===== src/rtl/cpr_pkg.sv =====
// shared types and constants of the collision pair push resolver
package cpr_pkg;

  localparam int PosW  = 20;
  localparam int SizeW = 16;
  localparam int MagW  = 17;
  localparam int RootW = 25;
  localparam int RadW  = 27;
  localparam int SqW   = 50;
  localparam int QuoW  = 18;

  typedef enum logic [1:0] {
    MODE_CC   = 2'd0,
    MODE_CR   = 2'd1,
    MODE_RR   = 2'd2,
    MODE_NONE = 2'd3
  } mode_e;

  typedef struct packed {
    logic            hit;
    logic            circ;
    logic            neg_x;
    logic            neg_y;
    logic [PosW-1:0] dir_x;
    logic [PosW-1:0] dir_y;
  } res_t;

  typedef struct packed {
    logic            scl4;
    logic [MagW-1:0] adx;
    logic [MagW-1:0] ady;
    logic [MagW-1:0] rad;
  } geo_t;

  typedef struct packed {
    logic [SqW-1:0]   v;
    logic [RadW-1:0]  rem;
    logic [RootW-1:0] root;
    geo_t             geo;
    res_t             res;
  } sq_t;

  typedef struct packed {
    logic [QuoW-1:0] nlo_x;
    logic [QuoW-1:0] nlo_y;
    logic [RadW-1:0] rem_x;
    logic [RadW-1:0] rem_y;
    logic [RadW-1:0] d;
    logic [QuoW-1:0] q_x;
    logic [QuoW-1:0] q_y;
    res_t            res;
  } dv_t;

endpackage


===== src/rtl/cpr_div_step.sv =====
// one quotient bit of the two-lane restoring divider
module cpr_div_step (
  input  logic         clk_i,
  input  logic         rst_ni,
  input  logic         en_i,
  input  logic         vld_i,
  input  cpr_pkg::dv_t data_i,
  output logic         vld_o,
  output cpr_pkg::dv_t data_o
);
  import cpr_pkg::*;

  logic [RadW:0] rx, ry, dd;
  logic          gx, gy;
  dv_t           nxt_d, nxt_q;
  logic          vld_q;

  always_comb begin
    rx    = {data_i.rem_x, data_i.nlo_x[QuoW-1]};
    ry    = {data_i.rem_y, data_i.nlo_y[QuoW-1]};
    dd    = {1'b0, data_i.d};
    gx    = rx >= dd;
    gy    = ry >= dd;
    nxt_d = data_i;
    nxt_d.rem_x = gx ? RadW'(rx - dd) : RadW'(rx);
    nxt_d.rem_y = gy ? RadW'(ry - dd) : RadW'(ry);
    nxt_d.q_x   = {data_i.q_x[QuoW-2:0], gx};
    nxt_d.q_y   = {data_i.q_y[QuoW-2:0], gy};
    nxt_d.nlo_x = {data_i.nlo_x[QuoW-2:0], 1'b0};
    nxt_d.nlo_y = {data_i.nlo_y[QuoW-2:0], 1'b0};
  end

  always_ff @(posedge clk_i or negedge rst_ni) begin
    if (!rst_ni) begin
      vld_q <= 1'b0;
    end else if (en_i) begin
      vld_q <= vld_i;
    end
  end

  always_ff @(posedge clk_i) begin
    if (en_i) begin
      nxt_q <= nxt_d;
    end
  end

  assign vld_o  = vld_q;
  assign data_o = nxt_q;

endmodule


===== config.mk =====
export PLATFORM = sky130hd
export DESIGN_NAME = cpr_div_step
export DESIGN_NICKNAME = d
export VERILOG_FILES = /design/src/rtl/cpr_pkg.sv /design/src/rtl/cpr_div_step.sv
export SDC_FILE = /design/constraint.sdc
export NUM_CORES = 1
export LEC_CHECK = 0
export ABC_AREA = 1
export BUFFER_PORTS_ARGS = -buffer_cell sky130_fd_sc_hd__buf_4
export CAP_MARGIN = 25
export CELL_PAD_IN_SITES_DETAIL_PLACEMENT = 1
export CELL_PAD_IN_SITES_GLOBAL_PLACEMENT = 2
export CORE_MARGIN = 8
export CORE_UTILIZATION = 31
export CTS_CLUSTER_DIAMETER = 80
export CTS_CLUSTER_SIZE = 40
export DETAILED_ROUTE_END_ITERATION = 6
export HOLD_SLACK_MARGIN = 0.15
export PLACE_DENSITY = 0.87
export RECOVER_POWER = 25
export SYNTH_ARGS = -nofsm -noshare
export SYNTH_HDL_FRONTEND = slang
export SYNTH_SLANG_ARGS = --single-unit

===== constraint.sdc =====
create_clock -name clk_i -period 1.1 [get_ports clk_i]
set_input_delay 0.22 -clock clk_i [delete_from_list [all_inputs] [get_ports clk_i]]
set_output_delay 0.22 -clock clk_i [all_outputs]
set_load 0.02 [all_outputs]

==> results.txt <==
clk_skew -> 0 ns
Final Max Slew Viols -> 0
CTS root buf -> clkbuf_16
crit share post-route -> 160%
Post-synth EDFFs -> 195
leakage power total -> 0.00999 uW
CP Class -> in2reg
clock latency on the worst-skew pair -> 0.46 ns
CTS Buffer Depth -> 2
TritonCTS Sinks -> 196
Final setup viols -> 281
Routability Congestion -> 0.878
Final #Nets -> 2,307
Synth Area in Adders -> 6.42%
Crit path arrival time -> 1.98 ns
Initial Utilization -> 31.4%
f_max -> 568 MHz
worst slew pin tran -> 0.796 ns
post-synth top area share -> 52.5%
Hold Fails Final Rpt -> 0
Post-synth top flop -> edfxtp_1
minimum clock period -> 1.76 ns
fraction of synthesized cell area in xor and xnor cells -> 2.20%
setup_tns -> -61.32 ns
initial antenna violation count -> 5
Peak VDD IR -> 0.00117 V
CP Launch Type -> input pin
multi-input logic area -> 5440 um^2
failing checks -> setup timing
synthesized area -> 11,100 um^2
final WL -> 61.3 mm
first-pass GRT wire length -> 80.2 mm
Post-route DRC -> 0
setup ws final -> -0.662 ns
top cells by area, synth -> edfxtp_1 53%, nand2_1 15%, inv_1 8.5%
Setup crit end kind -> flip-flop
Crit Path Max Fanout -> 8
Post-Syn Area per Cell -> 8.91 um^2
share of post-route cells with drive strength above 1 -> 45.6%
Clock transition at path regs -> 0.07 ns
die width -> 206 um
post-DP HPWL -> 41.6 mm
final antenna-violating net count -> 0
FF+latch area -> 5880 um^2
max_cap viols -> 0
FFs w/ async S/R, synth -> 0.510%
mux share of post-synthesis cell area -> 0.101%
status -> finished with violations
Min-Delay Path Class -> in2reg
final-layout fill cell count -> 3,883
die area -> 42,300 um^2
overall die height -> 206 um
DR vias -> 12,128
grt ovf -> 0
sequential share of the synthesized area -> 52.8%
# rows -> 69
pwr dens -> 1240 nW/um^2
Post-Route Utilization -> 58.9%
DRT Pass-1 Iters -> 5
vias in the first global route -> 13,050
pin count of the biggest net entering global routing -> 28
post-synthesis simple-gate area fraction -> 25.5%
core footprint -> 35,500 um^2
unique cell type count in the Yosys netlist -> 39
Area Growth Syn to Fin -> 87.5%
main combinational cell family by area after synthesis -> simple AND/OR/NAND/NOR gates
instance count of the mapped netlist -> 1,251
Synth warnings -> 0
number of synthesized register bits -> 196
vias per cell -> 4.80
Synth Area in Compound Gates -> 3.05%
Worst Path Required -> 1.32 ns
slew margin rel. -> 47.0%
unrepaired setup endpoints after global routing -> yes
DR WL/cell -> 24.2 um
CTS buffer count -> 17
DRT iter0 DRCs -> 596
CTS tree -> built
overall fraction of global-route tracks in use -> 25.6%
Ports -> 399
# port buffers -> 394
area leader, netlist -> edfxtp_1
htree depth -> 4
-- synthesized netlist by cell type, types with 2 or more instances --
cell      instances
inv_1           253
xnor2_1           2
ha_1             54
nand2_2           7
buf_4             2
nor3_4            3
nand4_1          41
a21o_1            2
o21ai_2          10
nand3_2          13
buf_6             5
fa_1              2
edfxtp_1        195
nand3_1          55
a21oi_4           2
buf_2             4
xor2_1           26
clkbuf_1          2
nor2_2            5
and2_1            2
nand3b_1          8
nand3_4           3
o21ai_1          15
a21oi_1          26
buf_8             2
nor2_1           66
nand2_1         434
-- sequential cells by signal (all words and copies together), names as in the netlist --
name,flops
data_o,195
vld_o,1
-- area by class of cell --
type | instances | share of cell area [%]
antenna | 4 | 0.0479
clock buffer | 17 | 2.04
clock inverter | 15 | 0.892
inverter | 255 | 4.84
multi-input combinational | 784 | 26.0
sequential | 196 | 28.1
tap | 461 | 2.76
timing repair buffer | 796 | 35.3
-- metal layers --
metal | wire, um | track usage (%)
met5 | 13 | 0
met4 | 2380 | 11.5
met3 | 3570 | 5.43
met2 | 33100 | 47.7
met1 | 22200 | 27.1
-- repair_timing --
item,in CTS,in global routing
endpoints found under the hold margin,181,0
setup endpoints to repair,252,252
resized for setup,142,358
setup buffers,3,21
cloned,0,3
pin swaps,16,79
hold buffers,182,0
-- critical path, cell delays in order --
cell and delay (ns):
buf_8 0.08, clkinvlp_4 0.13, ha_4 0.27, nand2_4 0.08, inv_1 0.07, nand2_1 0.12
nand2_1 0.11, nand2_1 0.09, nand3_2 0.11, nand2_4 0.11, nand3_4 0.20, clkbuf_16 0.26
nand2_4 0.08, o21ai_2 0.05
-- placed cells by master (no fill, tap or decap), types with 7 or more instances in the layout --
master         count
a21oi_1           18
o21ai_2           16
buf_4            378
nand3_2           24
inv_1            216
nor2_1            39
nand2_4           29
buf_12             8
edfxtp_1         195
nor2_4            15
a21oi_2            7
dlygate4sd3_1    182
nand4_1           41
buf_6            209
xor2_1            24
ha_4              38
nand2_2           86
nand3_4           11
ha_1              15
nor2_2            17
clkinvlp_4        10
nand3_1           36
clkbuf_16         19
nand3b_1           8
o21ai_1            9
inv_2             26
nand2_1          326
-- final timing paths --
| kind | from | endpoint | slack (ns) | depth (start not counted) |
|---|---|---|---|---|
| max in group asynchronous | rst_ni | vld_o$_DFFE_PN0P_ | 0.37 | 3 |
| max | data_i[86] | data_o[137]$_DFFE_PP_ | -0.66 | 14 |
| min reg2reg | vld_o$_DFFE_PN0P_ | vld_o$_DFFE_PN0P_ | 0.60 | 1 |
| max reg2reg | vld_o$_DFFE_PN0P_ | vld_o$_DFFE_PN0P_ | 0.30 | 1 |
| min | data_i[143] | data_o[144]$_DFFE_PP_ | 0.18 | 3 |
| min in group asynchronous | rst_ni | vld_o$_DFFE_PN0P_ | 0.63 | 3 |
-- cell families (layout without fill, tap and decap cells) --
family / after synthesis / in the layout
mux: 1 / 1
flops: 196 / 196
simple gates: 642 / 642
fa+ha+maj: 56 / 56
buf+inv: 272 / 1083
compound gates: 55 / 55
other cells: 1 / 6
xor+xnor: 28 / 28
-- through the flow --
stage	instances	cell area, um^2	total power [uW]	setup WS [ns]	hold slack [ns]
6_report	2528	20900	25800	-0.662	0.182
3_5_place_dp	2285	16400	16700	-1.16	-0.00343
5_1_grt	2528	20900	26800	-0.702	0.180
4_1_cts	2502	19500	24400	-0.557	0.164
2_1_floorplan	1252	11400	12800	-0.727	-0.0756
3_3_place_gp	2285	16400	16500	-1.10	-0.00447
-- where the power goes --
group	internal, uW	leakage, uW	switching, uW
Sequential	9140	0.00192	473
Clock	3480	0.000303	3410
Combinational	4420	0.00777	4920
Total	17000	0.00999	8800
(Power assumes the default switching activity.)
