--- config.mk ---
export PLATFORM = sky130hd
export DESIGN_NAME = cpr_div_prep
export DESIGN_NICKNAME = d
export VERILOG_FILES = /design/src/rtl/cpr_pkg.sv /design/src/rtl/cpr_div_prep.sv
export SDC_FILE = /design/constraint.sdc
export NUM_CORES = 2
export LEC_CHECK = 0
export BUFFER_PORTS_ARGS = -buffer_cell sky130_fd_sc_hd__buf_2
export CAP_MARGIN = 0
export CORE_MARGIN = 2
export CORE_UTILIZATION = 40
export DETAILED_ROUTE_END_ITERATION = 10
export GPL_TIMING_DRIVEN = 0
export HOLD_SLACK_MARGIN = 0.03
export PLACE_DENSITY_LB_ADDON = 0.25
export SETUP_SLACK_MARGIN = 0.3
export SLEW_MARGIN = 10
export SYNTH_ARGS = -nofsm -noshare
export SYNTH_HDL_FRONTEND = slang
export SYNTH_SLANG_ARGS = --single-unit
--- constraint.sdc ---
create_clock -name clk_i -period 12.3 [get_ports clk_i]
set_input_delay 1.845 -clock clk_i [delete_from_list [all_inputs] [get_ports clk_i]]
set_output_delay 1.845 -clock clk_i [all_outputs]
set_load 0.01 [all_outputs]
--- src/rtl/cpr_pkg.sv ---
// shared types and constants of the collision pair push resolver
package cpr_pkg;

  localparam int PosW  = 20;
  localparam int SizeW = 16;
  localparam int MagW  = 17;
  localparam int RootW = 25;
  localparam int RadW  = 27;
  localparam int SqW   = 50;
  localparam int QuoW  = 18;

  typedef enum logic [1:0] {
    MODE_CC   = 2'd0,
    MODE_CR   = 2'd1,
    MODE_RR   = 2'd2,
    MODE_NONE = 2'd3
  } mode_e;

  typedef struct packed {
    logic            hit;
    logic            circ;
    logic            neg_x;
    logic            neg_y;
    logic [PosW-1:0] dir_x;
    logic [PosW-1:0] dir_y;
  } res_t;

  typedef struct packed {
    logic            scl4;
    logic [MagW-1:0] adx;
    logic [MagW-1:0] ady;
    logic [MagW-1:0] rad;
  } geo_t;

  typedef struct packed {
    logic [SqW-1:0]   v;
    logic [RadW-1:0]  rem;
    logic [RootW-1:0] root;
    geo_t             geo;
    res_t             res;
  } sq_t;

  typedef struct packed {
    logic [QuoW-1:0] nlo_x;
    logic [QuoW-1:0] nlo_y;
    logic [RadW-1:0] rem_x;
    logic [RadW-1:0] rem_y;
    logic [RadW-1:0] d;
    logic [QuoW-1:0] q_x;
    logic [QuoW-1:0] q_y;
    res_t            res;
  } dv_t;

endpackage

--- src/rtl/cpr_div_prep.sv ---
// push scale, numerator products and rounding bias ahead of the divider
module cpr_div_prep (
  input  logic         clk_i,
  input  logic         rst_ni,
  input  logic         en_i,
  input  logic         vld_i,
  input  cpr_pkg::sq_t data_i,
  output logic         vld_o,
  output cpr_pkg::dv_t data_o
);
  import cpr_pkg::*;

  // stage 1: k and divisor
  logic             v1_q, v2_q, v3_q;
  logic [RootW-1:0] k1_d, k1_q;
  logic [RadW-1:0]  d1_d, d1_q, d2_q;
  logic [RadW-2:0]  h1_d, h1_q, h2_q;
  logic [MagW-1:0]  adx1_q, ady1_q;
  res_t             res1_q, res2_q;

  always_comb begin
    k1_d = RootW'({data_i.geo.rad, 8'b0}) - data_i.root;
    if (data_i.geo.scl4) begin
      d1_d = {data_i.root, 2'b0};
      h1_d = {data_i.root, 1'b0};
    end else begin
      d1_d = {1'b0, data_i.root, 1'b0};
      h1_d = {1'b0, data_i.root};
    end
  end

  // stage 2: products
  logic [41:0] px2_q, py2_q;

  // stage 3: numerator split
  logic [42:0] nx, ny;
  dv_t         out_d, out_q;

  always_comb begin
    nx    = 43'(px2_q) + 43'(h2_q);
    ny    = 43'(py2_q) + 43'(h2_q);
    out_d = '0;
    out_d.nlo_x = nx[QuoW-1:0];
    out_d.nlo_y = ny[QuoW-1:0];
    out_d.rem_x = RadW'(nx[42:QuoW]);
    out_d.rem_y = RadW'(ny[42:QuoW]);
    out_d.d     = d2_q;
    out_d.res   = res2_q;
  end

  always_ff @(posedge clk_i or negedge rst_ni) begin
    if (!rst_ni) begin
      v1_q <= 1'b0;
      v2_q <= 1'b0;
      v3_q <= 1'b0;
    end else if (en_i) begin
      v1_q <= vld_i;
      v2_q <= v1_q;
      v3_q <= v2_q;
    end
  end

  always_ff @(posedge clk_i) begin
    if (en_i) begin
      k1_q   <= k1_d;
      d1_q   <= d1_d;
      h1_q   <= h1_d;
      adx1_q <= data_i.geo.adx;
      ady1_q <= data_i.geo.ady;
      res1_q <= data_i.res;
      px2_q  <= 42'(adx1_q) * 42'(k1_q);
      py2_q  <= 42'(ady1_q) * 42'(k1_q);
      d2_q   <= d1_q;
      h2_q   <= h1_q;
      res2_q <= res1_q;
      out_q  <= out_d;
    end
  end

  assign vld_o  = v3_q;
  assign data_o = out_q;

endmodule

==> impl_metrics.csv <==
group,metric,value,unit
status,outcome,"finished clean",
critical_path,crit_path_top_delay_cell,"clkbuf_1",
global_routing,antenna_found_initial,11,
critical_path,crit_top_cell,"fa_1",
global_routing,grt_max_degree,115,
critical_path,slowest_delay,0.79,ns
logic_synthesis,ys_types,81,
cts,cts_tree,"built",
die,coreArea,113000,um2
critical_path,required,12.66,ns
cts,clockBufferDepth,3,
die,start_util,40.5,%
worst_hold_path,hold_end,"out_d[10]",
cts,ctsRootBufferMaster,"clkbuf_16",
final_layout,drive_gt1_share,8.93,%
logic_synthesis,netlist.area_leader.share,30.3,%
drt,num_vias,32500,
placement,place_congestion,0.953,
critical_path,path_max_fanout,10,
timing,finalSetupViolCount,0,
logic_synthesis,ys_seq_elements,442,
placement,portBuffers,280,
critical_path,worstPathArrival,8.21,ns
timing,layout_min_cycle_time,7.85,ns
timing,max_freq,0.127,GHz
logic_synthesis,yosysMostFrequentCell,"inv_1",
worst_hold_path,hold_path.class,"reg2reg",
logic_synthesis,netlist_instances,4416,
timing,tns,0,ns
die,io_pins,400,
timing,relSlewSlack,15.5,%
logic_synthesis,synth.area.top_cells,"fa_1 (30%), edfxtp_1 (29%), ha_1 (8.3%)",
timing,finalClockSkew,0.0289,ns
critical_path,rrSetupSlack,4.45,ns
die,rows,123,
critical_path,r2r_start,"ady1_q[10]",
drt,vias_per_cell,5.13,
cts,numCtsBuffers,47,
drt,drcViolationCount,0,
cts,hold_buffers,0,
logic_synthesis,yosysTopAreaCell,"fa_1",
cts,ctsResizeCount,0,
critical_path,worstPathCellList,"clkbuf_1, clkbuf_1, nand2_1, fa_1, fa_1, inv_1, fa_1, fa_1, fa_1, inv_1, fa_1, inv_1, ha_1, clkbuf_1, nand3_1, nor3_1, nand2_1, a211oi_1, o31a_1, a21o_1, a21oi_2, xnor2_1",
logic_synthesis,async_flop_share,0.679,%
drt,dr.pass1.iters,7,
final_layout,nNetsFinal,5982,
die,die_height,342,um
timing,worstMarginPinSlew,1.26,ns
critical_path,end_kind,"register",
final_layout,multi_input_area,28100,um2
die,die_w,342,um
placement,hpwl,105,mm
drt,drt_iter0_drc,2648,
timing,post-route-period-util,63.8,%
timing,rsz0062_at_grt,"false",
cts,insertion_delay,0.63,ns
logic_synthesis,synth_commonest_cells,"inv_1 (897), fa_1 (690), nand2_1 (619)",
cts,post_cts_buffers,0,
final_layout,fillCellCount,10700,
final_layout,utilization,45.0,%
global_routing,grt_overflow_total,0,
logic_synthesis,netlist_area,45600,um2
logic_synthesis,ys_warn_count,0,
timing,slew_viol_final,0,
global_routing,grt_pass1_vias,32600,
global_routing,grt_pass1_wl,196,mm
drt,wl_per_cell,20.4,um
logic_synthesis,synth_seq_area_share,29.0,%
final_layout,syn2layout_area_growth,11.2,%
cts,htree_levels,2,
die,dieArea,117000,um2
logic_synthesis,synth_edf_count,439,
worst_hold_path,hp-start,"res1_q[10]",
worst_hold_path,hold_path_depth,0,
global_routing,grt_util_all_layers,22.3,%
logic_synthesis,synth_flop_cell,"edfxtp_1",
cts,clock_sinks,442,
drt,route.final.wire_length,129,mm
critical_path,r2r_end,"py2_q[34]",
final_layout,ff_latch_area,13300,um2
logic_synthesis,syn_avg_cell_area,10.3,um2
cts,clkTransAtPathRegs,0.06,ns
critical_path,criticalPathCategory,"reg2reg",
run,cap_viol_max_count,0,
critical_path,reg2reg_depth,22,
critical_path,worstSetupStartpointType,"register",
timing,hold_violations,0,
drt,ant_nets,0,
==> worst max-delay path, delay by kind of cell, from the launching register on <==
family	cells	cell delay [ns]
fa+ha+maj	7	3.24
buf+inv	6	1.77
compound gates	4	1.27
simple gates	4	0.84
flops	1	0.33
xor+xnor	1	0.13
==> registers in the layout, indices dropped and copies added (netlist names), 17 cells and up <==
name    cells
adx1_q     17
ady1_q     17
d1_q       25
d2_q       26
data_o    156
k1_q       25
out_d      44
px2_q      42
py2_q      42
res1_q     44
==> metrics by stage <==
stage          setup slack (ns)  instance area (um2)  hold slack, ns  instances
6_report                   4.45                50800           0.413       6339
5_1_grt                    4.18                50700           0.422       6326
4_1_cts                    4.57                50700           0.414       6326
3_5_place_dp               4.59                49200           0.405       6240
3_3_place_gp               2.26                49100           0.400       6236
2_1_floorplan              6.09                45800           0.400       4456
==> metal layers <==
metal	share of wire, %	GRT usage [%]	wire, um
met5	0.086	0	111
met4	4.4	8.67	5720
met3	7.8	3.64	10100
met2	47	36.8	60800
met1	41	29.4	52600
==> logic make-up (layout without fill, tap and decap cells) <==
kind of cell | count (synthesis) | count (layout) | synth area share (%)
flops | 442 | 442 | 29.0
xor+xnor | 168 | 168 | 3.22
fa+ha+maj | 991 | 991 | 38.5
buf+inv | 1133 | 1503 | 9.67
other cells | 1 | 54 | 0.00822
mux | 13 | 13 | 0.310
compound gates | 458 | 458 | 6.48
simple gates | 1210 | 1210 | 12.7
==> layout make-up <==
type | instances | share of cell area, %
Buffer | 236 | 2.06
Timing Repair Buffer | 284 | 3.00
Tap cell | 1500 | 3.70
Antenna cell | 13 | 0.0641
Multi-Input combinational cell | 2881 | 55.4
Sequential cell | 442 | 26.1
Clock buffer | 55 | 2.38
Clock inverter | 31 | 0.639
Inverter | 897 | 6.63
==> cells in the final DEF (no fill, tap or decap), types with 7 or more instances in the layout <==
| master | instances |
|---|---|
| nor2_1 | 81 |
| clkinv_1 | 7 |
| diode_2 | 13 |
| nand2b_1 | 12 |
| nand4_1 | 27 |
| o21bai_1 | 17 |
| a21oi_1 | 132 |
| nand2_1 | 619 |
| and2_1 | 343 |
| ha_1 | 301 |
| conb_1 | 41 |
| clkbuf_1 | 195 |
| o21ai_1 | 7 |
| and3_1 | 24 |
| nor4_1 | 7 |
| buf_2 | 285 |
| a21o_1 | 79 |
| mux2_2 | 9 |
| a31oi_1 | 25 |
| and4_1 | 10 |
| edfxtp_1 | 439 |
| xnor2_1 | 118 |
| buf_4 | 41 |
| nor3_1 | 21 |
| xor2_1 | 50 |
| o211ai_1 | 10 |
| fa_1 | 690 |
| a211oi_1 | 13 |
| clkbuf_16 | 47 |
| o21ai_0 | 89 |
| nand3_1 | 32 |
| clkinv_2 | 7 |
| nor2b_1 | 9 |
| o21a_1 | 13 |
| inv_1 | 897 |
==> how the worst max path moves through the flow <==
stage	from	end
after floorplan	k1_q[22]	px2_q[38]
after global placement	en_i	v2_q
after detailed placement	k1_q[10]	px2_q[41]
after CTS	k1_q[10]	px2_q[41]
after global routing	k1_q[10]	px2_q[41]
final	ady1_q[10]	py2_q[34]
Power is not shown: default switching activity piles up to over one toggle a cycle in this logic, so the estimate is an artifact.
