`src/rtl/cpr_pkg.sv`:
```
// shared types and constants of the collision pair push resolver
package cpr_pkg;

  localparam int PosW  = 20;
  localparam int SizeW = 16;
  localparam int MagW  = 17;
  localparam int RootW = 25;
  localparam int RadW  = 27;
  localparam int SqW   = 50;
  localparam int QuoW  = 18;

  typedef enum logic [1:0] {
    MODE_CC   = 2'd0,
    MODE_CR   = 2'd1,
    MODE_RR   = 2'd2,
    MODE_NONE = 2'd3
  } mode_e;

  typedef struct packed {
    logic            hit;
    logic            circ;
    logic            neg_x;
    logic            neg_y;
    logic [PosW-1:0] dir_x;
    logic [PosW-1:0] dir_y;
  } res_t;

  typedef struct packed {
    logic            scl4;
    logic [MagW-1:0] adx;
    logic [MagW-1:0] ady;
    logic [MagW-1:0] rad;
  } geo_t;

  typedef struct packed {
    logic [SqW-1:0]   v;
    logic [RadW-1:0]  rem;
    logic [RootW-1:0] root;
    geo_t             geo;
    res_t             res;
  } sq_t;

  typedef struct packed {
    logic [QuoW-1:0] nlo_x;
    logic [QuoW-1:0] nlo_y;
    logic [RadW-1:0] rem_x;
    logic [RadW-1:0] rem_y;
    logic [RadW-1:0] d;
    logic [QuoW-1:0] q_x;
    logic [QuoW-1:0] q_y;
    res_t            res;
  } dv_t;

endpackage

```
`src/rtl/cpr_front.sv`:
```
// geometry front end: offsets, clamping, squares, overlap test and direct pushes
module cpr_front (
  input  logic               clk_i,
  input  logic               rst_ni,
  input  logic               en_i,
  input  logic               vld_i,
  input  logic [1:0]         mode_i,
  input  logic signed [19:0] a_x_i,
  input  logic signed [19:0] a_y_i,
  input  logic [15:0]        a_width_i,
  input  logic [15:0]        a_height_i,
  input  logic signed [19:0] b_x_i,
  input  logic signed [19:0] b_y_i,
  input  logic [15:0]        b_width_i,
  input  logic [15:0]        b_height_i,
  output logic               vld_o,
  output cpr_pkg::sq_t       data_o
);
  import cpr_pkg::*;

  // stage 1
  logic               v1_q;
  mode_e              mode1_q;
  logic signed [20:0] dx1_d, dx1_q, dy1_d, dy1_q;
  logic [15:0]        aw1_q, bw1_q, bh1_q;
  logic [16:0]        sw1_d, sw1_q, sh1_d, sh1_q;

  assign dx1_d = 21'(a_x_i) - 21'(b_x_i);
  assign dy1_d = 21'(a_y_i) - 21'(b_y_i);
  assign sw1_d = 17'(a_width_i) + 17'(b_width_i);
  assign sh1_d = 17'(a_height_i) + 17'(b_height_i);

  always_ff @(posedge clk_i or negedge rst_ni) begin
    if (!rst_ni) begin
      v1_q <= 1'b0;
    end else if (en_i) begin
      v1_q <= vld_i;
    end
  end

  always_ff @(posedge clk_i) begin
    if (en_i) begin
      mode1_q <= mode_e'(mode_i);
      dx1_q   <= dx1_d;
      dy1_q   <= dy1_d;
      aw1_q   <= a_width_i;
      bw1_q   <= b_width_i;
      bh1_q   <= b_height_i;
      sw1_q   <= sw1_d;
      sh1_q   <= sh1_d;
    end
  end

  // stage 2
  logic signed [22:0] ox, oy, bwe, bhe, clx, cly;
  logic [21:0]        aox, aoy;
  logic [22:0]        m1x, m1y, m2x, m2y;
  logic               v2_q;
  mode_e              mode2_q;
  logic signed [22:0] cdx2_d, cdx2_q, cdy2_d, cdy2_q;
  logic [16:0]        rad2_d, rad2_q;
  logic [17:0]        magx2_d, magx2_q, magy2_d, magy2_q;
  logic               ov2_d, ov2_q, selx2_d, selx2_q, negx2_q, negy2_q;

  always_comb begin
    ox  = $signed({dx1_q[20], dx1_q, 1'b0});
    oy  = $signed({dy1_q[20], dy1_q, 1'b0});
    bwe = $signed({7'b0, bw1_q});
    bhe = $signed({7'b0, bh1_q});
    aox = ox[22] ? 22'(-ox) : 22'(ox);
    aoy = oy[22] ? 22'(-oy) : 22'(oy);
    if (ox > bwe) begin
      clx = ox - bwe;
    end else if (ox < -bwe) begin
      clx = ox + bwe;
    end else begin
      clx = '0;
    end
    if (oy > bhe) begin
      cly = oy - bhe;
    end else if (oy < -bhe) begin
      cly = oy + bhe;
    end else begin
      cly = '0;
    end
    m1x = 23'(bw1_q) + 23'({aw1_q, 1'b0}) - 23'(aox);
    m1y = 23'(bh1_q) + 23'({aw1_q, 1'b0}) - 23'(aoy);
    m2x = 23'(sw1_q) - 23'(aox);
    m2y = 23'(sh1_q) - 23'(aoy);
    if (mode1_q == MODE_CR) begin
      cdx2_d  = clx;
      cdy2_d  = cly;
      rad2_d  = {aw1_q, 1'b0};
      magx2_d = m1x[17:0];
      magy2_d = m1y[17:0];
    end else begin
      cdx2_d  = 23'(dx1_q);
      cdy2_d  = 23'(dy1_q);
      rad2_d  = sw1_q;
      magx2_d = m2x[17:0];
      magy2_d = m2y[17:0];
    end
    ov2_d   = (aox < 22'(sw1_q)) && (aoy < 22'(sh1_q));
    selx2_d = (aox > aoy) || ((aox == '0) && (aoy == '0));
  end

  always_ff @(posedge clk_i or negedge rst_ni) begin
    if (!rst_ni) begin
      v2_q <= 1'b0;
    end else if (en_i) begin
      v2_q <= v1_q;
    end
  end

  always_ff @(posedge clk_i) begin
    if (en_i) begin
      mode2_q  <= mode1_q;
      cdx2_q   <= cdx2_d;
      cdy2_q   <= cdy2_d;
      rad2_q   <= rad2_d;
      magx2_q  <= magx2_d;
      magy2_q  <= magy2_d;
      ov2_q    <= ov2_d;
      selx2_q  <= selx2_d;
      negx2_q  <= dx1_q[20];
      negy2_q  <= dy1_q[20];
    end
  end

  // stage 3
  logic signed [45:0] px, py;
  logic [16:0]        rndx, rndy;
  logic [19:0]        vx, vy;
  logic               v3_q;
  mode_e              mode3_q;
  logic [45:0]        sx3_q, sy3_q;
  logic [33:0]        rr3_d, rr3_q;
  logic [16:0]        adx3_d, adx3_q, ady3_d, ady3_q, rad3_q;
  logic               cnx3_q, cny3_q, ov3_q;
  logic [19:0]        dirx3_d, dirx3_q, diry3_d, diry3_q;

  always_comb begin
    px     = cdx2_q * cdx2_q;
    py     = cdy2_q * cdy2_q;
    rr3_d  = 34'(rad2_q) * 34'(rad2_q);
    adx3_d = cdx2_q[22] ? 17'(-cdx2_q) : 17'(cdx2_q);
    ady3_d = cdy2_q[22] ? 17'(-cdy2_q) : 17'(cdy2_q);
    rndx   = 17'((20'(magx2_q) + 20'd2) >> 2);
    rndy   = 17'((20'(magy2_q) + 20'd2) >> 2);
    vx     = negx2_q ? 20'd0 - 20'(rndx) : 20'(rndx);
    vy     = negy2_q ? 20'd0 - 20'(rndy) : 20'(rndy);
    if (mode2_q == MODE_CR) begin
      dirx3_d = vx;
      diry3_d = vy;
    end else if (selx2_q) begin
      dirx3_d = vx;
      diry3_d = '0;
    end else begin
      dirx3_d = '0;
      diry3_d = vy;
    end
  end

  always_ff @(posedge clk_i or negedge rst_ni) begin
    if (!rst_ni) begin
      v3_q <= 1'b0;
    end else if (en_i) begin
      v3_q <= v2_q;
    end
  end

  always_ff @(posedge clk_i) begin
    if (en_i) begin
      mode3_q <= mode2_q;
      sx3_q   <= px;
      sy3_q   <= py;
      rr3_q   <= rr3_d;
      adx3_q  <= adx3_d;
      ady3_q  <= ady3_d;
      rad3_q  <= rad2_q;
      cnx3_q  <= cdx2_q[22];
      cny3_q  <= cdy2_q[22];
      ov3_q   <= ov2_q;
      dirx3_q <= dirx3_d;
      diry3_q <= diry3_d;
    end
  end

  // stage 4
  logic [46:0] s;
  logic        hitc, nz;
  logic        v4_q;
  sq_t         out_d, out_q;

  always_comb begin
    s     = 47'(sx3_q) + 47'(sy3_q);
    hitc  = s < 47'(rr3_q);
    nz    = s != '0;
    out_d = '0;
    out_d.geo.scl4  = mode3_q == MODE_CR;
    out_d.geo.adx   = adx3_q;
    out_d.geo.ady   = ady3_q;
    out_d.geo.rad   = rad3_q;
    out_d.res.neg_x = cnx3_q;
    out_d.res.neg_y = cny3_q;
    unique case (mode3_q)
      MODE_CC: begin
        out_d.res.hit  = hitc;
        out_d.res.circ = hitc & nz;
      end
      MODE_CR: begin
        out_d.res.hit  = hitc;
        out_d.res.circ = hitc & nz;
        if (hitc && !nz) begin
          out_d.res.dir_x = dirx3_q;
          out_d.res.dir_y = diry3_q;
        end
      end
      MODE_RR: begin
        out_d.res.hit = ov3_q;
        if (ov3_q) begin
          out_d.res.dir_x = dirx3_q;
          out_d.res.dir_y = diry3_q;
        end
      end
      MODE_NONE: begin
        out_d.res.hit = 1'b0;
      end
    endcase
    if (out_d.res.circ) begin
      out_d.v = {s[33:0], 16'b0};
    end
  end

  always_ff @(posedge clk_i or negedge rst_ni) begin
    if (!rst_ni) begin
      v4_q <= 1'b0;
    end else if (en_i) begin
      v4_q <= v3_q;
    end
  end

  always_ff @(posedge clk_i) begin
    if (en_i) begin
      out_q <= out_d;
    end
  end

  assign vld_o  = v4_q;
  assign data_o = out_q;

endmodule

```
`config.mk`:
```
export PLATFORM = sky130hd
export DESIGN_NAME = cpr_front
export DESIGN_NICKNAME = d
export VERILOG_FILES = /design/src/rtl/cpr_pkg.sv /design/src/rtl/cpr_front.sv
export SDC_FILE = /design/constraint.sdc
export NUM_CORES = 2
export LEC_CHECK = 0
export ABC_AREA = 1
export BUFFER_PORTS_ARGS = -buffer_cell sky130_fd_sc_hd__buf_4
export CAP_MARGIN = 0
export CORE_ASPECT_RATIO = 1.25
export CORE_MARGIN = 5
export CORE_UTILIZATION = 65
export DETAILED_ROUTE_END_ITERATION = 8
export HOLD_SLACK_MARGIN = 0.15
export PLACE_DENSITY = 0.88
export SETUP_SLACK_MARGIN = 0.5
export SYNTH_ARGS = -nofsm -noshare
export SYNTH_HDL_FRONTEND = slang
export SYNTH_SLANG_ARGS = --single-unit
export TNS_END_PERCENT = 10
```
`constraint.sdc`:
```
create_clock -name clk_i -period 8.3 [get_ports clk_i]
set_clock_uncertainty 0.2 [all_clocks]
set_input_delay 1.66 -clock clk_i [delete_from_list [all_inputs] [get_ports clk_i]]
set_output_delay 1.66 -clock clk_i [all_outputs]
set_load 0.02 [all_outputs]
```
==> impl_metrics.ini <==
[status]
status = finished clean

[finish]
register_area_sq_um = 17100
fillers = 9713
multi_input_comb_area_sq_um = 56600
stdcell_count = 11800
areaGrowthSynthToFinish_pct = 7.35
fin_nets = 12200
drive_gt1_share_pct = 5.89

[hold_path]
hold_class = flip-flop to flip-flop

[clock_tree]
clockRootBuffer = clkbuf_16
numCtsBuffers = 66
clk_pin_slew_ps = 70
cts_tree = built
htree_levels = 3
cts_sinks = 571
clock_path_buffers = 3
clk_latency_ps = 690

[global_routing]
grt_max_degree = 145
grtUsageTotal_pct = 35.4
grt_first_pass_wirelength_um = 381000
antenna_found_initial = 5
gr-total-overflow = 0
grt_pass1_vias = 72800

[die]
initial_core_util_pct = 65.2
die_w_um = 332
pin_count = 349
dieHeight_um = 413
coreArea_sq_um = 130000
die-area_sq_um = 137000
rows = 148

[routing]
ant_nets = 0
routed_wl_um = 243000
route.detailed.drc = 0
drt_iter0_markers = 5822
first_pass_iters = 8
wl_per_cell_um = 20.6
routed_via_density = 5.72
via_count = 67400

[synth]
ys.warnings.count = 0
synth.distinct_cells = 62
synthMostInstantiatedCell = inv_1
ys.flop_type = edfxtp_1
yosysSeqAreaShare_pct = 20.3
yosysTopAreaCellShare_pct = 30.1
synth-edff-count = 567
ys_ff_latch = 571
async_flop_share_pct = 0.701
syn_area_sq_um = 84500
yosys.area.top_type = fa_1
synthTopCellsByArea = fa_1 (30%), edfxtp_1 (20%), inv_1 (11%)
syn_inst = 9798
synthTopCellsByCount = inv_1 (2514), nand2_1 (1778), fa_1 (1269)
avgSynthCellArea_sq_um = 8.62

[setup_path]
crit_path_start_kind = flip-flop
max_stage_delay_ps = 910
crit_family = adder cells
cp_cell_sequence = nand2_1 > inv_1 > fa_1 > inv_1 > fa_1 > fa_1 > inv_1 > fa_1 > fa_1 > fa_1 > inv_1 > fa_1 > inv_1 > ha_1 > nand2_1 > nor2_1 > inv_1 > nor4_1 > nand3_1 > nand3_1 > a31oi_1 > xor2_1
worstPathMaxFanout = 14
crit_required_ps = 8510
cp_slowest_cell = edfxtp_1
critPathKind = flip-flop to flip-flop
arrival_ps = 7800
timing.critical_path.mode_cell = fa_1
end_kind = flip-flop
cp_num_buf_inv = 6

[timing]
relSlewSlack_pct = 15.7
setup_tns_ps = 0
rsz0062_at_grt = true
max_freq_mhz = 132
maxSlewViolCount = 0
finalSetupViolCount = 0
tightest_slew_ps = 1260
finalHoldViolCount = 0
period_needed_ps = 7590
post-route-period-util_pct = 91.4
setup_slack_ps = 710

[placed_design]
place_inst = 11600
dp_hpwl_um = 198000
numPortBuffers = 280
gp_congestion = 1.01
dp_slack_ps = 621

[job]
cap_violations = 0
metrics by stage:
stage	area [sq um]	util, %	hold slack [ps]
after floorplan	84700	-	200
after global placement	88200	68.0	201
after detailed placement	88200	68.0	205
after CTS	90400	69.8	191
after global routing	90700	70.0	222
final	90700	70.0	188
kinds of logic (layout without fill, tap and decap cells):
group	count (synthesis)	after routing	share of synthesized area (%)
adder cells (fa/ha/maj)	2022	2022	41.2
AND/OR/NAND/NOR	2795	2795	13.5
XOR/XNOR	423	423	4.39
flip-flops	571	571	20.3
buffers and inverters	2852	3041	13.0
other	1	70	0.00444
AO/OA/AOI/OAI	1134	1134	7.53
worst register-to-register path: stages, from the launching register on:
cell      delay (ps)
edfxtp_1         910
nand2_1          210
inv_1            180
fa_1             470
inv_1            210
fa_1             490
fa_1             680
inv_1            290
fa_1             540
fa_1             530
fa_1             490
inv_1             50
fa_1             480
inv_1             40
ha_1             350
nand2_1           90
nor2_1           130
inv_1             80
nor4_1           270
nand3_1          150
nand3_1          200
a31oi_1          120
xor2_1           150
cells in the final DEF (no fill, tap or decap), types with 30 or more instances in the layout:
| cell type | instances |
|---|---|
| xor2_1 | 309 |
| xnor2_1 | 114 |
| nand3_1 | 243 |
| ha_1 | 753 |
| edfxtp_1 | 567 |
| inv_1 | 2514 |
| a21oi_1 | 501 |
| o21ai_0 | 357 |
| nor3_1 | 97 |
| conb_1 | 68 |
| clkbuf_16 | 69 |
| fa_1 | 1269 |
| a31oi_1 | 46 |
| nand4_1 | 81 |
| a21oi_2 | 30 |
| buf_4 | 376 |
| nor2_1 | 491 |
| nand2_1 | 1777 |
area by class of cell:
cell class	instances	share of cell area (%)
clock buffers	81	1.96
repair buffers	388	3.32
well taps	1725	2.38
inverters	2535	10.5
diodes	2	0.00552
flip-flops and latches	571	18.9
multi-input cells	6442	62.4
clock inverters	37	0.530
metal layers:
metal  track usage, %  wire length, um  part of all wire [%]
met1             40.3            83900                    35
met2             61.2           119000                    49
met3             6.09            20000                   8.2
met4             24.0            19400                   8.0
met5                0               21                0.0087
state kept, by name, summed over array words and instances (netlist names), 17 cells and up:
signal   flops
cdx2_q      23
cdy2_q      23
data_o     126
dirx3_q     18
diry3_q     18
dx1_q       21
dy1_q       21
magx2_q     17
magy2_q     17
rad2_q      17
rr3_q       33
sh1_q       17
sw1_q       17
sx3_q       45
sy3_q       45
worst paths after layout:
kind	from	endpoint	slack, ps	cells past startpoint
worst max-delay path	cdy2_q[6]	sy3_q[45]	710	22
worst min-delay path	adx3_q[9]	data_o[87]	190	0
worst max register to register	cdy2_q[6]	sy3_q[45]	710	22
worst min register to register	adx3_q[9]	data_o[87]	190	0
max in group asynchronous	rst_ni	v3_q	7240	1
min in group asynchronous	rst_ni	v1_q	560	1
timing repair:
action,CTS,global route
resized for setup,0,2
hold endpoints to repair,0,0
endpoints found under the setup margin,0,14
setup buffers,0,26
hold buffers,0,0
Power is not shown: default switching activity piles up to over one toggle a cycle in this logic, so the estimate is an artifact.
