[config.mk]
export PLATFORM = sky130hd
export DESIGN_NAME = cpr_sqrt_step
export DESIGN_NICKNAME = d
export VERILOG_FILES = /design/src/rtl/cpr_pkg.sv /design/src/rtl/cpr_sqrt_step.sv
export SDC_FILE = /design/constraint.sdc
export NUM_CORES = 1
export LEC_CHECK = 0
export BUFFER_PORTS_ARGS = -buffer_cell sky130_fd_sc_hd__buf_4
export CORE_AREA = 2 2 157 159
export DETAILED_ROUTE_END_ITERATION = 10
export DIE_AREA = 0 0 159 161
export GPL_TIMING_DRIVEN = 0
export PLACE_DENSITY = 0.71
export SYNTH_ARGS = -nofsm -noshare
export SYNTH_HDL_FRONTEND = slang
export SYNTH_SLANG_ARGS = --single-unit
[constraint.sdc]
create_clock -name clk_i -period 1.13 [get_ports clk_i]
set_input_delay 0.0565 -clock clk_i [delete_from_list [all_inputs] [get_ports clk_i]]
set_output_delay 0.0565 -clock clk_i [all_outputs]
set_load 0.005 [all_outputs]
[src/rtl/cpr_pkg.sv]
// shared types and constants of the collision pair push resolver
package cpr_pkg;

  localparam int PosW  = 20;
  localparam int SizeW = 16;
  localparam int MagW  = 17;
  localparam int RootW = 25;
  localparam int RadW  = 27;
  localparam int SqW   = 50;
  localparam int QuoW  = 18;

  typedef enum logic [1:0] {
    MODE_CC   = 2'd0,
    MODE_CR   = 2'd1,
    MODE_RR   = 2'd2,
    MODE_NONE = 2'd3
  } mode_e;

  typedef struct packed {
    logic            hit;
    logic            circ;
    logic            neg_x;
    logic            neg_y;
    logic [PosW-1:0] dir_x;
    logic [PosW-1:0] dir_y;
  } res_t;

  typedef struct packed {
    logic            scl4;
    logic [MagW-1:0] adx;
    logic [MagW-1:0] ady;
    logic [MagW-1:0] rad;
  } geo_t;

  typedef struct packed {
    logic [SqW-1:0]   v;
    logic [RadW-1:0]  rem;
    logic [RootW-1:0] root;
    geo_t             geo;
    res_t             res;
  } sq_t;

  typedef struct packed {
    logic [QuoW-1:0] nlo_x;
    logic [QuoW-1:0] nlo_y;
    logic [RadW-1:0] rem_x;
    logic [RadW-1:0] rem_y;
    logic [RadW-1:0] d;
    logic [QuoW-1:0] q_x;
    logic [QuoW-1:0] q_y;
    res_t            res;
  } dv_t;

endpackage

[src/rtl/cpr_sqrt_step.sv]
// one digit of the pipelined integer square root
module cpr_sqrt_step (
  input  logic         clk_i,
  input  logic         rst_ni,
  input  logic         en_i,
  input  logic         vld_i,
  input  cpr_pkg::sq_t data_i,
  output logic         vld_o,
  output cpr_pkg::sq_t data_o
);
  import cpr_pkg::*;

  logic [RadW+1:0] r_sh, t;
  logic            ge;
  sq_t             nxt_d, nxt_q;
  logic            vld_q;

  always_comb begin
    r_sh  = {data_i.rem, data_i.v[SqW-1 -: 2]};
    t     = {2'b0, data_i.root, 2'b01};
    ge    = r_sh >= t;
    nxt_d = data_i;
    nxt_d.v    = {data_i.v[SqW-3:0], 2'b0};
    nxt_d.rem  = ge ? RadW'(r_sh - t) : RadW'(r_sh);
    nxt_d.root = {data_i.root[RootW-2:0], ge};
  end

  always_ff @(posedge clk_i or negedge rst_ni) begin
    if (!rst_ni) begin
      vld_q <= 1'b0;
    end else if (en_i) begin
      vld_q <= vld_i;
    end
  end

  always_ff @(posedge clk_i) begin
    if (en_i) begin
      nxt_q <= nxt_d;
    end
  end

  assign vld_o  = vld_q;
  assign data_o = nxt_q;

endmodule

==> results of run 1 <==
kinds of logic after synthesis:
kind of cell | Yosys count
DFF | 197
buffers and inverters | 53
and+or+nand+nor | 54
adders and majority gates | 27
muxes | 27
xor gates and xnor gates | 25
AOI/OAI and AO/OA | 77
other | 1
layout by cell type (no fill, tap or decap), types with 4 or more instances in the layout:
| cell | instances |
|---|---|
| sky130_fd_sc_hd__buf_4 | 412 |
| sky130_fd_sc_hd__edfxtp_1 | 196 |
| sky130_fd_sc_hd__dlygate4sd3_1 | 196 |
| sky130_fd_sc_hd__inv_1 | 29 |
| sky130_fd_sc_hd__a21oi_1 | 18 |
| sky130_fd_sc_hd__ha_4 | 18 |
| sky130_fd_sc_hd__xnor2_1 | 17 |
| sky130_fd_sc_hd__clkbuf_16 | 17 |
| sky130_fd_sc_hd__mux2_4 | 15 |
| sky130_fd_sc_hd__buf_6 | 13 |
| sky130_fd_sc_hd__nor2_1 | 12 |
| sky130_fd_sc_hd__nand2_1 | 10 |
| sky130_fd_sc_hd__nand4_1 | 9 |
| sky130_fd_sc_hd__mux2_2 | 9 |
| sky130_fd_sc_hd__xor2_1 | 8 |
| sky130_fd_sc_hd__ha_1 | 8 |
| sky130_fd_sc_hd__a21o_1 | 7 |
| sky130_fd_sc_hd__inv_2 | 6 |
| sky130_fd_sc_hd__inv_4 | 5 |
| sky130_fd_sc_hd__a21oi_2 | 5 |
| sky130_fd_sc_hd__o21ai_0 | 5 |
| sky130_fd_sc_hd__o21bai_1 | 5 |
| sky130_fd_sc_hd__clkinv_8 | 5 |
| sky130_fd_sc_hd__buf_12 | 4 |
| sky130_fd_sc_hd__nand2b_1 | 4 |
per-stage QoR:
stage | utilization [%] | hold slack (ps)
after floorplan | - | -239
after global placement | 48.0 | -168
after detailed placement | 48.2 | -164
after CTS | 60.3 | -51.7
after global routing | 61.0 | 54.5
final | 61.0 | 50.7
worst max-delay path, stage by stage:
cell	delay, ps
sky130_fd_sc_hd__buf_4	110
sky130_fd_sc_hd__inv_1	80
sky130_fd_sc_hd__ha_4	230
sky130_fd_sc_hd__and2_4	180
sky130_fd_sc_hd__and3_4	190
sky130_fd_sc_hd__nor4b_2	170
sky130_fd_sc_hd__a221oi_2	290
sky130_fd_sc_hd__o31ai_2	140
sky130_fd_sc_hd__a2111o_1	420
sky130_fd_sc_hd__buf_12	170
sky130_fd_sc_hd__buf_12	140
sky130_fd_sc_hd__mux2_4	300
registers in the layout, indices dropped and copies added (netlist names):
signal and count:
data_o 196, vld_o 1
power by group:
group / internal [mW] / switching, mW
registers: 8.81 / 0.215
logic: 2.57 / 1.68
clock network: 3.07 / 3.22
total: 14.4 / 5.12
worst paths after layout:
check / cells after the start / start / slack, ps / to
max in group asynchronous: 3 / rst_ni / 550 / vld_o
worst min register to register: 1 / vld_o / 540 / vld_o
min in group asynchronous: 3 / rst_ni / 480 / vld_o
worst max register to register: 1 / vld_o / 370 / vld_o
worst max-delay path: 12 / data_i[113] / -1180 / data_o[146]
worst min-delay path: 3 / data_i[196] / 50 / data_o[121]
cell type report:
cell class / instances / area [um^2] / area share, %
flip-flops and latches: 197 / 5910 / 40.4
repair buffers: 625 / 5320 / 36.4
multi-input cells: 212 / 2100 / 14.4
clock buffers: 17 / 425 / 2.91
well taps: 324 / 405 / 2.77
clock inverters: 15 / 195 / 1.34
inverters: 40 / 163 / 1.11
plain buffers: 8 / 98.8 / 0.676
what timing repair did:
item                       in CTS  in global routing
setup buffers                  22                  6
setup endpoints to repair      28                 42
hold buffers                  195                  1
hold endpoints to repair      195                  1
resized for setup              33                 27
gates cloned                    2                  0
pin swaps                      16                 15
cells in the mapped netlist (3+ instances only):
cell type	instances
sky130_fd_sc_hd__mux2_2	9
sky130_fd_sc_hd__ha_1	27
sky130_fd_sc_hd__edfxtp_1	196
sky130_fd_sc_hd__nand4_1	9
sky130_fd_sc_hd__nand2b_1	4
sky130_fd_sc_hd__o221ai_1	3
sky130_fd_sc_hd__o21ai_1	4
sky130_fd_sc_hd__a31oi_1	3
sky130_fd_sc_hd__nand3_1	3
sky130_fd_sc_hd__xor2_1	8
sky130_fd_sc_hd__a21o_1	7
sky130_fd_sc_hd__mux2_4	15
sky130_fd_sc_hd__o21ai_0	6
sky130_fd_sc_hd__o21a_1	3
sky130_fd_sc_hd__o21bai_1	5
sky130_fd_sc_hd__nand2_1	12
sky130_fd_sc_hd__a21oi_1	24
sky130_fd_sc_hd__clkbuf_1	5
sky130_fd_sc_hd__nor3_1	3
sky130_fd_sc_hd__a211oi_1	3
sky130_fd_sc_hd__mux2i_1	3
sky130_fd_sc_hd__nor2_1	13
sky130_fd_sc_hd__xnor2_1	17
sky130_fd_sc_hd__inv_1	40
metal layers:
layer  global-route usage (%)  part of all wire (%)
met1                     23.5                    38
met2                     38.7                    54
met3                     6.37                   6.3
met4                     5.33                   1.6
met5                        0                     0
==> results_tabular.tex, run 1 <==
\begin{tabular}{lr}
\hline
Metric & Value \\
\hline
\multicolumn{2}{l}{\textbf{Outcome}} \\
Result of the run & complete, but fails checks \\
Violated checks & setup timing \\
\multicolumn{2}{l}{\textbf{Layout}} \\
Non-filler instance count after layout & 1438 \\
Final net count & 1330 \\
Layout Cell Area excl Fill & 14600 um\^{}2 \\
Antenna diodes & 0 \\
Area added between synthesis and finish & 85.0\% \\
Fraction of layout instances using a drive strength above 1 & 49.6\% \\
Fillers & 1824 \\
\multicolumn{2}{l}{\textbf{Timing}} \\
Least-Margin Pin Slew & 715 ps \\
Final critical-path setup slack & -1180 ps \\
Setup repair after global routing missed its margin & yes \\
Endpoints failing setup & 28 \\
Period utilization & 205\% \\
Worst setup skew after layout & 0 ps \\
Hold Fails Final Rpt & 0 \\
Minimum clock period & 2310 ps \\
Total negative slack & -31930 ps \\
Maximum frequency from static timing analysis & between 400 and 500 MHz \\
Slew headroom & roughly 52\% \\
Count of final max-slew check failures & 0 \\
\multicolumn{2}{l}{\textbf{Synth}} \\
Adder and majority cell fraction of the synthesized area & between 4 and 5\% \\
Fraction of the yosys area taken by sequential cells & 74.8\% \\
Mean instance size in the synthesized netlist & 17.1 um\^{}2 \\
Register bit total from synthesis & 197 \\
Dominant combinational cell family by area after synthesis & compound AO/OA/AOI/OAI gates \\
Synth Area in XOR/XNOR & $\sim$2.8\% \\
Top\_reg\_cell synth & sky130\_fd\_sc\_hd\_\_edfxtp\_1 \\
Synth Area in Simple Gates & under 10\% \\
Total of warnings raised by yosys & 0 \\
Share of the synthesized area in the top cell type & between 70\% and 80\% \\
Count of flip-flops with a built-in enable after synthesis & 196 \\
Number of instances in the synthesized netlist & about 460 \\
Leading cell types by total area after synthesis & sky130\_fd\_sc\_hd\_\_edfxtp\_1 75\%, sky130\_fd\_sc\_hd\_\_ha\_1 4.3\%, sky130\_fd\_sc\_hd\_\_mux2\_4 2.9\% \\
Asr flop ratio synth & less than 1\% \\
Multiplexer fraction of the synthesized cell area & $\sim$4.5\% \\
Cell variety after synth & 54 \\
Cell accounting for the most synthesized area & sky130\_fd\_sc\_hd\_\_edfxtp\_1 \\
Cell area after synthesis & 7900 um\^{}2 \\
Share of the synthesized area in compound gates (AO/OA/AOI/OAI) & 6.76\% \\
\multicolumn{2}{l}{\textbf{Clocking}} \\
Clock insertion delay at the later pin of the skew report & approximately 430 ps \\
Clk buf depth & 2 \\
Number of clock sinks & 197 \\
Level count of the clock H-tree & 4 \\
Buffer cell driving the clock tree root & sky130\_fd\_sc\_hd\_\_clkbuf\_16 \\
CTS tree & built \\
CTS Buf Count & 17 \\
Clock transition at the registers of the reported paths & 70 ps \\
\multicolumn{2}{l}{\textbf{Worst setup path}} \\
Critical Path Source Type & input pin \\
Largest fanout on the critical path & 7 \\
Crit end category & flip-flop \\
Worst Setup Path Type & in -> reg \\
Crit path arrival time & 2480 ps \\
Required time of the worst setup path & 1300 ps \\
\multicolumn{2}{l}{\textbf{Floorplan}} \\
Count of standard-cell rows & 57 \\
Initial standard-cell utilization of the core & 33.0\% \\
Die extent in y & $\sim$160 um \\
I/O Pins & between 400 and 500 \\
Die Wd & approximately 160 um \\
Floorplan die area & 25600 um\^{}2 \\
Area of the placeable core & 24000 um\^{}2 \\
\multicolumn{2}{l}{\textbf{Detailed routing}} \\
Routed length per placed instance & 19.4 um \\
Number of iterations in the first detailed-routing pass & 6 \\
Final Routed Wirelength & between 20000 and 30000 um \\
Final routed DRC violation total & 0 \\
Total via count in the routed design & 6504 \\
Final antenna-violating net count & 0 \\
Number of violations reported at the end of detailed-routing iteration 0 & approximately 370 \\
Number of vias per cell after detailed routing & about 4.5 \\
\multicolumn{2}{l}{\textbf{Global routing}} \\
First-pass GRT wire length & 40500 um \\
Overall Global Routing Usage & 20.9\% \\
Via count of the first global-routing pass & around 6800 \\
Pin count of the biggest net entering global routing & 116 \\
Antenna violations before repair & 0 \\
Leftover overflow at the end of global routing & 0 \\
\multicolumn{2}{l}{\textbf{Placed design}} \\
Port Buf Inserts & approximately 400 \\
Cell count after placement & about 1200 \\
Global placer's final weighted congestion & 0.798 \\
Detailed placement HPWL & 18100 um \\
Dpl ws & -1990 ps \\
Instance area after placement & 11500 um\^{}2 \\
\multicolumn{2}{l}{\textbf{Min path}} \\
Hold Path Class & in -> reg \\
\multicolumn{2}{l}{\textbf{Power}} \\
Max VDD drop & 0.929 mV \\
P per Cell Area & 1340 nW/um\^{}2 \\
Lkg Pwr & 6.21 nW \\
Total power after layout & 19.6 mW \\
\multicolumn{2}{l}{\textbf{Run}} \\
Max cap viols & 0 \\
\hline
\end{tabular}
No activity file was read; power rests on OpenSTA's default activity.
==> run 2, diff against run 1 <==
--- a/config.mk
+++ b/config.mk
@@ -10,7 +10,8 @@
 export DETAILED_ROUTE_END_ITERATION = 10
 export DIE_AREA = 0 0 159 161
 export GPL_TIMING_DRIVEN = 0
-export PLACE_DENSITY = 0.71
+export PLACE_DENSITY_LB_ADDON = 0.25
 export SYNTH_ARGS = -nofsm -noshare
 export SYNTH_HDL_FRONTEND = slang
 export SYNTH_SLANG_ARGS = --single-unit
+export TNS_END_PERCENT = 20
==> run 2 against run 1 <==
Effect of this change: the flow still finishes with violations (setup timing); sequential power is essentially flat; sequential share of layout area rose by 0.21 points; clock skew stayed put; critical path depth stayed put; core utilization shrank 0.31 points; clock power decreased by 2%; die area unchanged; largest cell class unchanged.
==> results_tabular.tex, run 2 (synthesis gave the netlist of run 1 again) <==
\begin{tabular}{lr}
\hline
Metric & Value \\
\hline
\multicolumn{2}{l}{\textbf{Outcome}} \\
Result of the run & complete, but fails checks \\
Violated checks & setup timing \\
\multicolumn{2}{l}{\textbf{Worst setup path}} \\
Crit end category & flip-flop \\
WP buf/inv & 3 \\
Peak per-stage delay on the critical path & 420 ps \\
Critical Path Source Type & input pin \\
Crit path depth & 12 \\
Register-to-register path setup slack & 390 ps \\
Cell-by-cell listing of the critical path & buf\_8, ha\_4, and3\_4, and2\_4, a221oi\_4, o31ai\_4, a41oi\_2, o31ai\_2, a2111o\_1, buf\_12, buf\_16, mux2\_4 \\
Required time of the worst setup path & 1310 ps \\
Standard cell with the maximum stage delay on the critical path & sky130\_fd\_sc\_hd\_\_a2111o\_1 \\
Cell family contributing the most delay on the critical path & compound AO/OA/AOI/OAI gates \\
Crit path arrival time & 2530 ps \\
Worst Setup Path Type & in -> reg \\
Largest fanout on the critical path & 6 \\
R2R cell count & 1 \\
\multicolumn{2}{l}{\textbf{Timing}} \\
Total negative slack & -33480 ps \\
Worst setup skew after layout & 0 ps \\
Count of final max-slew check failures & 0 \\
Setup repair after global routing missed its margin & yes \\
Maximum frequency from static timing analysis & roughly 420 MHz \\
Slew headroom & a little under three fifths \\
Period utilization & 208\% \\
Least-Margin Pin Slew & 640 ps \\
Final critical-path setup slack & -1220 ps \\
Worst slack on hold paths & between 30 and 40 ps \\
Minimum clock period & 2350 ps \\
Hold Fails Final Rpt & 0 \\
Endpoints failing setup & 28 \\
\multicolumn{2}{l}{\textbf{Power}} \\
Max VDD drop & 1.11 mV \\
Lkg Pwr & 6.21 nW \\
Total power after layout & 19.4 mW \\
P per Cell Area & 1340 nW/um\^{}2 \\
\multicolumn{2}{l}{\textbf{Floorplan}} \\
Floorplan die area & 25600 um\^{}2 \\
Initial standard-cell utilization of the core & 33.0\% \\
Die Wd & 159 um \\
Count of standard-cell rows & 57 \\
Die extent in y & between 150 and 200 um \\
Area of the placeable core & 24000 um\^{}2 \\
I/O Pins & 401 \\
\multicolumn{2}{l}{\textbf{Clocking}} \\
Clock insertion delay at the later pin of the skew report & 430 ps \\
Buffer cell driving the clock tree root & sky130\_fd\_sc\_hd\_\_clkbuf\_16 \\
Clock transition at the registers of the reported paths & roughly 80 ps \\
Level count of the clock H-tree & 4 \\
CTS Buf Count & 17 \\
Clk buf depth & 2 \\
CTS tree & built \\
Number of clock sinks & 197 \\
\multicolumn{2}{l}{\textbf{Placed design}} \\
Detailed placement HPWL & 18900 um \\
Dpl ws & -2040 ps \\
Global placer's final weighted congestion & 0.814 \\
Port Buf Inserts & 398 \\
Cell count after placement & about 1200 \\
Instance area after placement & between 10000 and 15000 um\^{}2 \\
\multicolumn{2}{l}{\textbf{Layout}} \\
Most used cells in the layout excluding fill and tap cells & 414 x sky130\_fd\_sc\_hd\_\_buf\_4, 196 x sky130\_fd\_sc\_hd\_\_edfxtp\_1, 196 x sky130\_fd\_sc\_hd\_\_dlygate4sd3\_1 \\
Non-filler instance count after layout & $\sim$1400 \\
Number of flip-flops under the largest register name & 196 \\
Layout Cell Area excl Fill & 14500 um\^{}2 \\
Layout Utilization & 60.7\% \\
Final net count & 1329 \\
Fraction of layout instances using a drive strength above 1 & between 40\% and 50\% \\
Area added between synthesis and finish & 84.1\% \\
Most common cell after layout, fill and taps aside & sky130\_fd\_sc\_hd\_\_buf\_4 \\
\multicolumn{2}{l}{\textbf{Detailed routing}} \\
Number of vias per cell after detailed routing & 4.47 \\
Final routed DRC violation total & 0 \\
Final Routed Wirelength & 28200 um \\
Routed length per placed instance & between 15 and 20 um \\
Final antenna-violating net count & 0 \\
Number of violations reported at the end of detailed-routing iteration 0 & just over 300 \\
Total via count in the routed design & 6429 \\
Number of iterations in the first detailed-routing pass & 4 \\
\multicolumn{2}{l}{\textbf{Global routing}} \\
Antenna violations before repair & 3 \\
First-pass GRT wire length & a little over 40000 um \\
Pin count of the biggest net entering global routing & 115 \\
Leftover overflow at the end of global routing & 0 \\
Via count of the first global-routing pass & 6764 \\
Overall Global Routing Usage & between 20\% and 30\% \\
\multicolumn{2}{l}{\textbf{Run}} \\
Max cap viols & 0 \\
\multicolumn{2}{l}{\textbf{Min path}} \\
Instance count along the most critical hold path & 1 \\
Hold Path Class & in -> reg \\
\hline
\end{tabular}
run 2: path summary, 6_finish.rpt:
check / from / to
setup / recovery: data_i[133] / data_o[132]
hold / removal: en_i / data_o[173]
setup reg to reg: vld_o / vld_o
hold reg to reg: vld_o / vld_o
max in group asynchronous: rst_ni / vld_o
min in group asynchronous: rst_ni / vld_o
run 2: repair_timing:
action,CTS,global route
setup buffers,17,12
endpoints found under the hold margin,195,1
setup endpoints to repair,29,28
gates cloned,1,0
pin swaps,18,20
hold buffers,195,1
resized for setup,20,39
run 2: cell type report:
cell class,count,area [um^2]
Clock buffer,18,429
Buffer,8,87.6
Multi-Input combinational cell,212,2090
Antenna cell,1,2.50
Fill cell,1864,9420
Inverter,40,160
Tap cell,324,405
Timing Repair Buffer,624,5280
Clock inverter,14,173
Sequential cell,197,5910
run 2: layer usage:
| metal | global-route usage, % | vias to the layer above | part of all wire [%] |
|---|---|---|---|
| met5 | 0 | - | 0.096 |
| met4 | 9.21 | 4 | 3.9 |
| met3 | 7.29 | 58 | 7.3 |
| met2 | 38.1 | 268 | 51 |
| met1 | 23.2 | 3076 | 37 |
| li1 | - | 3023 | - |
run 2: where the power goes:
part	switching (mW)	internal (mW)
clock network	3.16	3.03
registers	0.198	8.81
logic	1.68	2.57
total	5.04	14.4
